$ cat src/hw/rtl/blpwb_pkg.sv
`timescale 1ns / 1ps
// ----------------------------------------------------------------------------
// blpwb_pkg: shared constants and helpers for the pixel write/blend block
// Register indexes, field widths, reset values and the channel mix function.
// ----------------------------------------------------------------------------
package blpwb_pkg;

    localparam int COORD_W   = 13;
    localparam int DIM_W     = 12;
    localparam int PIXEL_W   = 16;
    localparam int OFFSET_W  = 22;
    localparam int CH_W      = 4;
    localparam int CFG_IDX_W = 2;

    localparam logic [CFG_IDX_W-1:0] CFG_FB_WIDTH  = 2'd0;
    localparam logic [CFG_IDX_W-1:0] CFG_FB_HEIGHT = 2'd1;

    localparam logic [DIM_W-1:0] FB_WIDTH_RST  = 12'd448;
    localparam logic [DIM_W-1:0] FB_HEIGHT_RST = 12'd720;

    localparam logic [CH_W-1:0] CH_MAX = 4'hF;

    // Reciprocal of 15 scaled by 2^11; exact floor for sums up to 225
    localparam logic [7:0] RECIP15 = 8'd137;
    localparam int         RECIP_SH = 11;

    typedef logic [CH_W-1:0] chan_t;

    // floor((n*a + o*(15-a)) / 15)
    function automatic chan_t mix_channel(input chan_t n, input chan_t o, input chan_t a);
        logic [7:0]  sum;
        logic [15:0] scaled;
        sum    = 8'(n * a) + 8'(o * (CH_MAX - a));
        scaled = 16'(sum) * 16'(RECIP15);
        return chan_t'(scaled >> RECIP_SH);
    endfunction

endpackage

$ cat src/hw/rtl/block_linear_pixel_write_blend_top.sv
`timescale 1ns / 1ps
// ----------------------------------------------------------------------------
// block_linear_pixel_write_blend_top: per-pixel write unit
// Bounds check, block-linear swizzle and RGBA4444 set or blend of one pixel.
// ----------------------------------------------------------------------------
// One request is taken every clock cycle (busy stays low); its result appears
// with done high for exactly one cycle, after passing through the input
// register and then through the swizzle and blend logic into the result
// register. The receiver cannot stall, so results must be taken as they come.
// Write fb_width and fb_height only while no request is in flight.
module block_linear_pixel_write_blend_top (
    input  logic                                clk,
    input  logic                                rst_n,
    input  logic                                start,
    output logic                                busy,
    input  logic                                action,
    input  logic signed [blpwb_pkg::COORD_W-1:0] pos_x,
    input  logic signed [blpwb_pkg::COORD_W-1:0] pos_y,
    input  logic [blpwb_pkg::PIXEL_W-1:0]       new_color,
    input  logic [blpwb_pkg::PIXEL_W-1:0]       old_pixel,
    input  logic                                frame_open,
    output logic                                done,
    output logic                                write_enable,
    output logic [blpwb_pkg::OFFSET_W-1:0]      word_offset,
    output logic [blpwb_pkg::PIXEL_W-1:0]       pixel_word,
    input  logic                                cfg_valid,
    output logic                                cfg_ready,
    input  logic [blpwb_pkg::CFG_IDX_W-1:0]     cfg_index,
    input  logic [blpwb_pkg::DIM_W-1:0]         cfg_data
);
    import blpwb_pkg::*;

    logic [DIM_W-1:0]   fb_width_reg,  fb_width_next;
    logic [DIM_W-1:0]   fb_height_reg, fb_height_next;

    logic               in_valid_reg;
    logic               action_reg;
    logic [COORD_W-1:0] pos_x_reg, pos_y_reg;
    logic [PIXEL_W-1:0] new_color_reg, old_pixel_reg;
    logic               frame_open_reg;

    logic               done_reg;
    logic               write_enable_reg;
    logic [OFFSET_W-1:0] word_offset_reg, word_offset_next;
    logic [PIXEL_W-1:0] pixel_word_reg, pixel_word_next;

    logic               ok;
    logic [DIM_W-1:0]   x, y;
    logic [DIM_W-1:0]   band_mul;
    logic [15:0]        band;
    logic [PIXEL_W-1:0] blended;

    assign busy      = 1'b0;
    assign cfg_ready = 1'b1;

    // Configuration registers
    always_comb
    begin
        fb_width_next  = fb_width_reg;
        fb_height_next = fb_height_reg;
        if (cfg_valid)
        begin
            case (cfg_index)
                CFG_FB_WIDTH:  fb_width_next  = cfg_data;
                CFG_FB_HEIGHT: fb_height_next = cfg_data;
                default: ;
            endcase
        end
    end

    always_ff @(posedge clk or negedge rst_n)
    begin
        if (!rst_n)
        begin
            fb_width_reg  <= FB_WIDTH_RST;
            fb_height_reg <= FB_HEIGHT_RST;
        end
        else
        begin
            fb_width_reg  <= fb_width_next;
            fb_height_reg <= fb_height_next;
        end
    end

    // Input register: capture every beat
    always_ff @(posedge clk or negedge rst_n)
    begin
        if (!rst_n)
            in_valid_reg <= 1'b0;
        else
            in_valid_reg <= start;
    end

    always_ff @(posedge clk)
    begin
        if (start)
        begin
            action_reg     <= action;
            pos_x_reg      <= pos_x;
            pos_y_reg      <= pos_y;
            new_color_reg  <= new_color;
            old_pixel_reg  <= old_pixel;
            frame_open_reg <= frame_open;
        end
    end

    // Sign bit set means negative, so the low 12 bits suffice when in bounds
    assign x  = pos_x_reg[DIM_W-1:0];
    assign y  = pos_y_reg[DIM_W-1:0];
    assign ok = frame_open_reg && !pos_x_reg[COORD_W-1] && !pos_y_reg[COORD_W-1]
                && (x < fb_width_reg) && (y < fb_height_reg);

    // Band index: 16-row strip within the 128-row band, 32-column block, band row
    assign band_mul = {7'd0, y[11:7]} * {5'd0, fb_width_reg[11:5]};
    assign band     = 16'(y[6:4]) + {6'd0, x[11:5], 3'b000} + {1'b0, band_mul, 3'b000};

    blpwb_blend u_blend (
        .new_color (new_color_reg),
        .old_pixel (old_pixel_reg),
        .blended   (blended)
    );

    always_comb
    begin
        word_offset_next = '0;
        pixel_word_next  = '0;
        if (ok)
        begin
            word_offset_next = {band[12:0], y[3], x[4], y[2:1], x[3], y[0], x[2:0]};
            pixel_word_next  = action_reg ? blended : new_color_reg;
        end
    end

    // Result register: one-cycle strobe
    always_ff @(posedge clk or negedge rst_n)
    begin
        if (!rst_n)
        begin
            done_reg         <= 1'b0;
            write_enable_reg <= 1'b0;
        end
        else
        begin
            done_reg         <= in_valid_reg;
            write_enable_reg <= in_valid_reg && ok;
        end
    end

    always_ff @(posedge clk)
    begin
        if (in_valid_reg)
        begin
            word_offset_reg <= word_offset_next;
            pixel_word_reg  <= pixel_word_next;
        end
    end

    assign done         = done_reg;
    assign write_enable = write_enable_reg;
    assign word_offset  = word_offset_reg;
    assign pixel_word   = pixel_word_reg;

endmodule

$ cat src/hw/rtl/blpwb_blend.sv
`timescale 1ns / 1ps
// ----------------------------------------------------------------------------
// blpwb_blend: RGBA4444 alpha blend
// Mixes R, G and B by the new alpha and saturates the summed alpha.
// ----------------------------------------------------------------------------
module blpwb_blend (
    input  logic [blpwb_pkg::PIXEL_W-1:0] new_color,
    input  logic [blpwb_pkg::PIXEL_W-1:0] old_pixel,
    output logic [blpwb_pkg::PIXEL_W-1:0] blended
);
    import blpwb_pkg::*;

    chan_t       alpha;
    logic [4:0]  alpha_sum;
    chan_t       alpha_out;

    assign alpha     = new_color[15:12];
    assign alpha_sum = {1'b0, alpha} + {1'b0, old_pixel[15:12]};
    assign alpha_out = alpha_sum[4] ? CH_MAX : alpha_sum[3:0];

    assign blended = {alpha_out,
                      mix_channel(new_color[11:8], old_pixel[11:8], alpha),
                      mix_channel(new_color[7:4],  old_pixel[7:4],  alpha),
                      mix_channel(new_color[3:0],  old_pixel[3:0],  alpha)};

endmodule

$ cat config.mk
export PLATFORM = sky130hd
export DESIGN_NAME = block_linear_pixel_write_blend_top
export DESIGN_NICKNAME = d
export VERILOG_FILES = /design/src/hw/rtl/blpwb_pkg.sv /design/src/hw/rtl/block_linear_pixel_write_blend_top.sv /design/src/hw/rtl/blpwb_blend.sv
export SDC_FILE = /design/constraint.sdc
export NUM_CORES = 1
export LEC_CHECK = 0
export ABC_AREA = 1
export BUFFER_PORTS_ARGS = -buffer_cell sky130_fd_sc_hd__buf_2
export CAP_MARGIN = 15
export CORE_ASPECT_RATIO = 0.9
export CORE_MARGIN = 10
export CORE_UTILIZATION = 40
export CTS_BUF_LIST = sky130_fd_sc_hd__clkbuf_16
export DETAILED_ROUTE_END_ITERATION = 8
export GPL_TIMING_DRIVEN = 0
export MAX_ROUTING_LAYER = met4
export PLACE_DENSITY = 0.64
export SYNTH_ARGS = -nofsm -noshare
export SYNTH_HDL_FRONTEND = slang
export SYNTH_HIERARCHICAL = 1
export SYNTH_SLANG_ARGS = --single-unit
export TNS_END_PERCENT = 5
$ cat constraint.sdc
create_clock -name clk -period 6 [get_ports clk]
set_input_delay 0.3 -clock clk [delete_from_list [all_inputs] [get_ports clk]]
set_output_delay 0.3 -clock clk [all_outputs]
set_load 0.02 [all_outputs]
# Word level (Yosys, flattened, before mapping)
# Index checks and enable logic that the tools add are counted.
# word_totals
out_inout_bits	42
regBits	125
wordCells	45
in_bits	78
# op_classes
addsub	7
order_cmp	2
mux	2
multipliers	10
n_eq_ne	1
reduce_logical	10
# ops
cell	n
multiplier 8 x 8 -> 15 bit (second input constant)	3
adder 8 bit	3
< comparator 12 bit	2
multiplier 4 x 4 -> 8 bit	3
multiplier 4 x 8 -> 8 bit	3
2-to-1 mux 16 bit	1
adder 11 x 13 -> 13 bit	1
adder 3 x 10 -> 11 bit	1
multiplier 5 x 7 -> 10 bit	1
adder 4 x 4 -> 5 bit	1
logical AND 1 bit	5
subtractor 4 x 4 -> 5 bit (first input constant)	1
2-to-1 mux 4 bit	1
AND reduction 2 bit	2
== test 2 x 1 -> 1 bit (second input constant)	1
zero test 1 bit	2
zero test 2 bit	1

# Longest topological paths before layout
# Gate-level depths: netlist (run 1).
# depth
ltp_word	6
mapped_depth	34
mapped_depth_nobuf	33

# Cells and area by module
# The synthesis (run 1) kept the hierarchy.
# by_module_without_submodules
module	area_per_inst_um2	cells_per_inst	seq_area_each_um2	n_inst
block_linear_pixel_write_blend_top	6404.9	600	3627.2	1
blpwb_blend	5417.7	804	0.0	1

# Least setup slack after synthesis (run 1)
# OpenSTA, ideal clock, no wires.
# synth_path
kind	reg-to-reg
from	reg new_color_reg[14]
to	reg pixel_word_reg[3], in the netlist pixel_word[3] (data pin)
required_time_ps	5745
setup_ps	255
path_buffers	1
path_stages_with_launch	26
synth_period_minus_slack_ps	5925
t_arrival_ps	5669
path_slack_ps	75
cell_sequence	edfxtp_1 clkbuf_1 inv_1 nand2_1 fa_1 fa_1 inv_1 fa_1 inv_1 fa_1 inv_1 fa_1 nand3_1 nand2_1 xor2_1 ha_1 ha_1 ha_1 ha_1 a21o_1 o21ai_1 nand3b_1 nand2_1 nand2_1 mux2i_1 nor2_1
# synth_via
elab_chain_len	5
elab_cells_between_ends	6
cone_classes	add/sub (2); mul (3); mux (1)
# synth_lines
item	line_no	source
start, declared	block_linear_pixel_write_blend_top.sv:39	logic [PIXEL_W-1:0] new_color_reg, old_pixel_reg;
start signal, assigned	block_linear_pixel_write_blend_top.sv:101	new_color_reg <= new_color;
subtractor 4 x 4 -> 5 bit	blpwb_pkg.sv:33	sum = 8'(n * a) + 8'(o * (CH_MAX - a));
multiplier 4 x 8 -> 8 bit	blpwb_pkg.sv:33	
adder 8 bit (*)	blpwb_pkg.sv:33	
multiplier 8 x 8 -> 15 bit (*)	blpwb_pkg.sv:34	scaled = 16'(sum) * 16'(RECIP15);
via blended[3]	block_linear_pixel_write_blend_top.sv:51	logic [PIXEL_W-1:0] blended;
2-to-1 mux 16 bit (*)	block_linear_pixel_write_blend_top.sv:130	pixel_word_next = action_reg ? blended : new_color_reg;
end signal, assigned	block_linear_pixel_write_blend_top.sv:154	pixel_word_reg <= pixel_word_next;
end, declared	block_linear_pixel_write_blend_top.sv:45	logic [PIXEL_W-1:0] pixel_word_reg, pixel_word_next;
# Mark *: on every way through the listed nets, which the timed path passes. The rest lies on a longest branch.
# A chain may end at the register's enable or synchronous reset.

# Final worst setup path (run 1)
# layout_path
from	reg new_color_reg[15]
to	reg pixel_word_reg[3], in the netlist pixel_word[3] (data pin)
# The elaborated chain is that of the path after synthesis.

==> flow_metrics.py, run 1 <==
metrics = {
    "worst_setup_path": {
        "r2r-end": "pixel_word[3]",
        "timing.rr.start": "new_color_reg[15]",
        "end_kind": "flop",
        "arrival_ns": 6.15,
        "cp_max_fo": 5,
        "required_ns": 6.18,
        "start_kind": "flop",
        "critical-path-slowest-cell": "edfxtp_1",
        "path_class": "flop to flop",
        "r2r_slack_ns": 0.03,
        "cpMostUsedCell": "ha_4",
        "ff2ff_path_depth": 28,
        "critical-path-max-stage-delay_ns": 0.53,
    },
    "synth": {
        "postSynthAreaPerCell_um2": 8.421,
        "synth_ff_type": "edfxtp_1",
        "synth_top_cell_by_area": "edfxtp_1",
        "yosysWarnings": 6,
        "yosysMostFrequentCell": "nand2_1",
        "synthTopCellsByCount": "nand2_1, inv_1, ha_1",
        "netlist_top_cells_area": "edfxtp_1, ha_1, fa_1, nand2_1, inv_1",
        "synthCells": 1404,
        "ys_seq_area_share_pct": 30.68,
        "ys_types": 43,
        "async_flop_share_pct": 21.60,
        "netlist_area_mm2": 0.01182,
        "synth-edff-count": 98,
        "netlist.area_leader.share_pct": 24.89,
        "ys_ff_latch": 125,
    },
    "routing": {
        "totalWireLength_um": 31400,
        "final_antenna_net_count": 0,
        "dr.pass1.iters": 5,
        "vias": 9458,
        "drc": 0,
        "vias_per_cell": 4.772,
        "avgRoutedWirePerCell_um": 15.84,
        "drt_iter0_drc": 576,
    },
    "finish": {
        "fin_nets": 1901,
        "area_growth_pct": 25.77,
        "antenna_cells": 0,
        "final_util_pct": 51.25,
        "drive_gt1_share_pct": 24.84,
        "largest_register_ffs": 22,
    },
    "global_routing": {
        "antenna_found_initial": 0,
        "overflow": 0,
        "first_global_vias": 9638,
        "grt_pass1_wl_um": 49000,
        "grt_max_degree": 62,
        "grt_use_total_pct": 17.02,
    },
    "clock_tree": {
        "clk_pin_slew_ns": 0.06,
        "tritoncts": "built",
        "htreeDepth": 4,
        "cts_inserted_buffers": 17,
        "clkSinkCount": 125,
        "root_buffer": "clkbuf_16",
        "clock_path_buffers": 2,
        "clk_latency_ns": 0.44,
    },
    "sta": {
        "finClkSkew_ns": 0.01580,
        "hold_viol": 0,
        "relSlewSlack_pct": 40.48,
        "tightest_slew_ns": 0.8928,
        "setup_viol": 0,
        "rsz0062_at_grt": "yes",
        "fmax_mhz": 167.6,
        "finalCriticalPeriod_ns": 5.968,
        "min_period_over_period_pct": 99.47,
        "drv_slew": 0,
    },
    "floorplan": {
        "rows": 59,
        "core_area_mm2": 0.02901,
        "die_x_um": 201.2,
        "design.die.area_mm2": 0.03684,
        "start_util_pct": 40.75,
        "pin_count": 120,
        "die_h_um": 183.1,
    },
    "status": {
        "status": "finished, final reports clean",
    },
    "place": {
        "dp_hpwl_um": 22680,
        "routabilityCongestion": 0.8876,
        "io_buffer_count": 117,
    },
    "hold_path": {
        "hold_start": "new_color[9]",
        "worstHoldPathType": "primary input to flop",
        "holdPathEnd": "new_color_reg[9]",
        "holdPathStages": 1,
    },
    "run": {
        "maxCapViolations": 0,
    },
}
==> placed cells by master (no fill, tap or decap), types with 8 or more instances in the layout <==
master     count
a21oi_1       25
a21oi_2        8
buf_2        120
buf_4         30
clkbuf_1       9
clkbuf_16     17
dfrtp_1       19
edfxtp_1      98
fa_1          63
ha_1         121
ha_4          62
inv_1        312
inv_2         17
mux2i_1       16
nand2_1      315
nand2_2       39
nand3_1       48
nand4_1        8
nor2_1        75
nor2_2        28
o21ai_0       36
==> per-stage QoR <==
step | hold slack [ns] | setup slack [ns] | instance area [um2] | cells | setup TNS [ns]
3_5_place_dp | 0.3531 | -0.7078 | 12930 | 1919 | -6.594
2_1_floorplan | 0.004409 | 0.07540 | 11830 | 1405 | 0
5_1_grt | 0.01601 | -0.1561 | 14870 | 1982 | -1.046
3_3_place_gp | 0.3437 | -0.6936 | 12910 | 1918 | -6.368
6_report | 0.02784 | 0.03175 | 14870 | 1982 | 0
4_1_cts | 0.006847 | -0.03182 | 13980 | 1968 | -0.03182
==> worst max-delay path, delay by kind of cell, from the launching register on <==
kind,cells,cell delay (ns)
and+or+nand+nor,11,1.11
muxes,1,0.13
DFF,1,0.53
xor gates and xnor gates,1,0.21
adders and majority gates,9,3.18
buffers and inverters,6,0.56
==> cell type report <==
class / count / area [um2]
Sequential cell: 125 / 3628
Clock buffer: 17 / 425.4
Multi-Input combinational cell: 929 / 7930
Clock inverter: 15 / 111.4
Fill cell: 2632 / 14140
Tap cell: 396 / 495.5
Buffer: 24 / 191.4
Inverter: 327 / 1232
Timing Repair Buffer: 149 / 854.6
==> timing repair <==
| action | CTS | global route |
|---|---|---|
| endpoints found under the setup margin | 12 | 12 |
| resized for setup | 59 | 130 |
| hold buffers | 1 | 0 |
| endpoints found under the hold margin | 20 | 0 |
| pin swaps | 11 | 66 |
| buffers inserted | 16 | 14 |
==> worst max-delay path by stage <==
stage | depth (start not counted) | startpoint | slack (ns) | endpoint
global placement | 25 | new_color_reg[14] | -0.69 | pixel_word[3]
detailed placement | 25 | new_color_reg[14] | -0.71 | pixel_word[3]
finish | 28 | new_color_reg[15] | 0.03 | pixel_word[3]
floorplan | 25 | new_color_reg[14] | 0.08 | pixel_word[3]
global route | 32 | new_color_reg[15] | -0.16 | pixel_word[3]
CTS | 30 | new_color_reg[15] | -0.03 | pixel_word[3]
==> metal layers <==
metal	vias to the layer above	routed length [um]	global-route usage (%)
li1	4719	-	-
met1	4466	13770	20.39
met2	221	15800	28.67
met3	52	1060	2.995
met4	0	771	5.617
met5	-	0	-
==> kinds of logic after synthesis <==
logic type	synth area share [%]
multiplexers	1.355
flip-flops	30.68
AO/OA/AOI/OAI	4.636
XOR/XNOR	1.482
AND/OR/NAND/NOR	19.46
adder cells (fa/ha/maj)	30.71
buffers and inverters	11.55
other	0.1270
Power of run 1 is not shown: default switching activity piles up to over one toggle a cycle in this logic, so the estimate is an artifact.
==> run 2, diff against run 1 <==
CORE_UTILIZATION = 45   (was 40)
PLACE_DENSITY = 0.7   (was 0.64)
clock period = 5.4 ns   (was 6 ns; I/O delays follow)
==> run 2 against run 1 <==
Net effect:
- non-clock buffer count up 39
- largest cell class unchanged
- count of clock-buffer cells in the layout rose by 1
- flip-flop and latch count did not move
- fmax is 1.3% higher
- core utilization rose by 7.1 points
- first-iteration DRC count fell by 22%
- setup slack worse by 0.52 ns
- via count up 1.2%
- the run now ends with setup timing left
- register-to-register slack lost 0.52 ns
- cell count fell by 0.40%
- clock skew up 0.0037 ns
==> flow_metrics.py, run 2 (synthesis gave the netlist of run 1 again) <==
metrics = {
    "floorplan": {
        "design.die.area_mm2": 0.03316,
        "core_area_mm2": 0.02599,
        "start_util_pct": 45.48,
        "die_h_um": 173.8,
        "die_x_um": 190.9,
        "rows": 56,
        "pin_count": 120,
    },
    "finish": {
        "finalNonFillerCells": 1974,
        "layout_commonest_cell": "nand2_1",
        "fin_area_mm2": 0.01517,
        "fin_nets": 1940,
        "final_util_pct": 58.35,
        "area_growth_pct": 28.30,
        "fillers": 2229,
        "largest_register_ffs": 22,
        "drive_gt1_share_pct": 24.08,
        "layout_common_cells": "nand2_1, inv_1, ha_1",
        "regArea_mm2": 0.003628,
        "multi_input_area_mm2": 0.007879,
    },
    "place": {
        "place_inst": 1871,
        "dp_hpwl_um": 22330,
        "place_area_mm2": 0.01343,
        "routabilityCongestion": 0.8750,
        "io_buffer_count": 117,
    },
    "clock_tree": {
        "htreeDepth": 4,
        "clkSinkCount": 125,
        "root_buffer": "clkbuf_16",
        "clk_pin_slew_ns": 0.06,
        "cts_inserted_buffers": 17,
        "tritoncts": "built",
        "clock_path_buffers": 2,
        "clk_latency_ns": 0.45,
    },
    "routing": {
        "drt_iter0_drc": 449,
        "drc": 0,
        "final_antenna_net_count": 0,
        "vias_per_cell": 4.850,
        "totalWireLength_um": 29840,
        "avgRoutedWirePerCell_um": 15.11,
        "vias": 9573,
        "dr.pass1.iters": 5,
    },
    "sta": {
        "fmax_mhz": 169.7,
        "tightest_slew_ns": 0.8778,
        "hold_viol": 0,
        "fin_ws_ns": -0.4926,
        "finClkSkew_ns": 0.01953,
        "finalCriticalPeriod_ns": 5.893,
        "drv_slew": 0,
        "setup_viol": 12,
        "rsz0062_at_grt": "yes",
        "relSlewSlack_pct": 41.48,
        "min_period_over_period_pct": 109.1,
    },
    "worst_setup_path": {
        "start_kind": "flop",
        "crit_start": "new_color_reg[14]",
        "timing.rr.start": "new_color_reg[14]",
        "path_class": "flop to flop",
        "arrival_ns": 6.08,
        "required_ns": 5.59,
        "end_kind": "flop",
        "cp_max_fo": 4,
    },
    "global_routing": {
        "antenna_found_initial": 2,
        "overflow": 0,
        "grt_max_degree": 62,
        "grt_pass1_wl_um": 48270,
        "first_global_vias": 9888,
        "grt_use_total_pct": 18.63,
    },
    "status": {
        "status": "finished, violations left",
        "violations": "setup timing",
    },
    "hold_path": {
        "hold_start": "new_color[0]",
        "worstHoldPathType": "primary input to flop",
    },
    "run": {
        "maxCapViolations": 0,
    },
}
run 2: layout make-up:
type                            instances  share of cell area, %
Clock inverter                         13                 0.5857
Timing Repair Buffer                  188                  8.208
Tap cell                              348                  2.871
Inverter                              327                  8.175
Clock buffer                           18                  2.970
Antenna cell                            2                0.03300
Buffer                                 24                  1.295
Multi-Input combinational cell        929                  51.94
Sequential cell                       125                  23.92
run 2: path summary, 6_finish.rpt:
kind / cells past startpoint / slack, ns / end
max: 25 / -0.49 / pixel_word[3]
min: 1 / 0.01 / new_color_reg[0]
max reg2reg: 25 / -0.49 / pixel_word[3]
min reg2reg: 2 / 0.49 / fb_width_reg[4]
max in group asynchronous: 2 / 4.54 / in_valid_reg
min in group asynchronous: 2 / 0.40 / fb_width_reg[0]
run 2: through the flow:
| stage | hold WS [ns] | worst slack [ns] | setup TNS (ns) |
|---|---|---|---|
| 5_1_grt | 0.001245 | -0.7245 | -7.634 |
| 4_1_cts | 0.0005003 | -0.3872 | -3.980 |
| 2_1_floorplan | -0.02559 | -0.009200 | -0.02093 |
| 6_report | 0.01284 | -0.4926 | -4.552 |
| 3_3_place_gp | 0.3417 | -0.5643 | -5.941 |
| 3_5_place_dp | 0.3416 | -0.6313 | -6.724 |
run 2: worst max-delay path, stage by stage (launching register included):
cell and delay, ns:
edfxtp_1 0.51, buf_8 0.19, inv_8 0.05, nand2_1 0.05, fa_1 0.46, fa_1 0.50, inv_1 0.05, fa_1 0.49
inv_2 0.04, fa_1 0.54, inv_2 0.06, fa_2 0.44, nand3_2 0.12, nand2_4 0.06, xor2_4 0.24, ha_4 0.25
ha_4 0.28, ha_4 0.20, ha_4 0.23, a21o_1 0.21, o21ai_2 0.14, nand3b_1 0.11, nand2_1 0.08, nand2_1 0.06
mux2i_1 0.16, nor2_2 0.08
run 2: repair_timing:
action / in CTS / in global routing
setup endpoints to repair: 12 / 12
hold buffers: 33 / 0
pin swaps: 31 / 52
endpoints found under the hold margin: 52 / 0
gates resized for setup: 44 / 66
cloned: 1 / 0
buffers inserted: 25 / 11
run 2: routing by layer:
| layer | routed length (um) | GRT usage (%) |
|---|---|---|
| met2 | 14520 | 30.17 |
| met3 | 1677 | 3.962 |
| met1 | 13180 | 22.82 |
| met5 | 0 | - |
| met4 | 461 | 5.574 |
Power of run 2 is left out for the same reason.
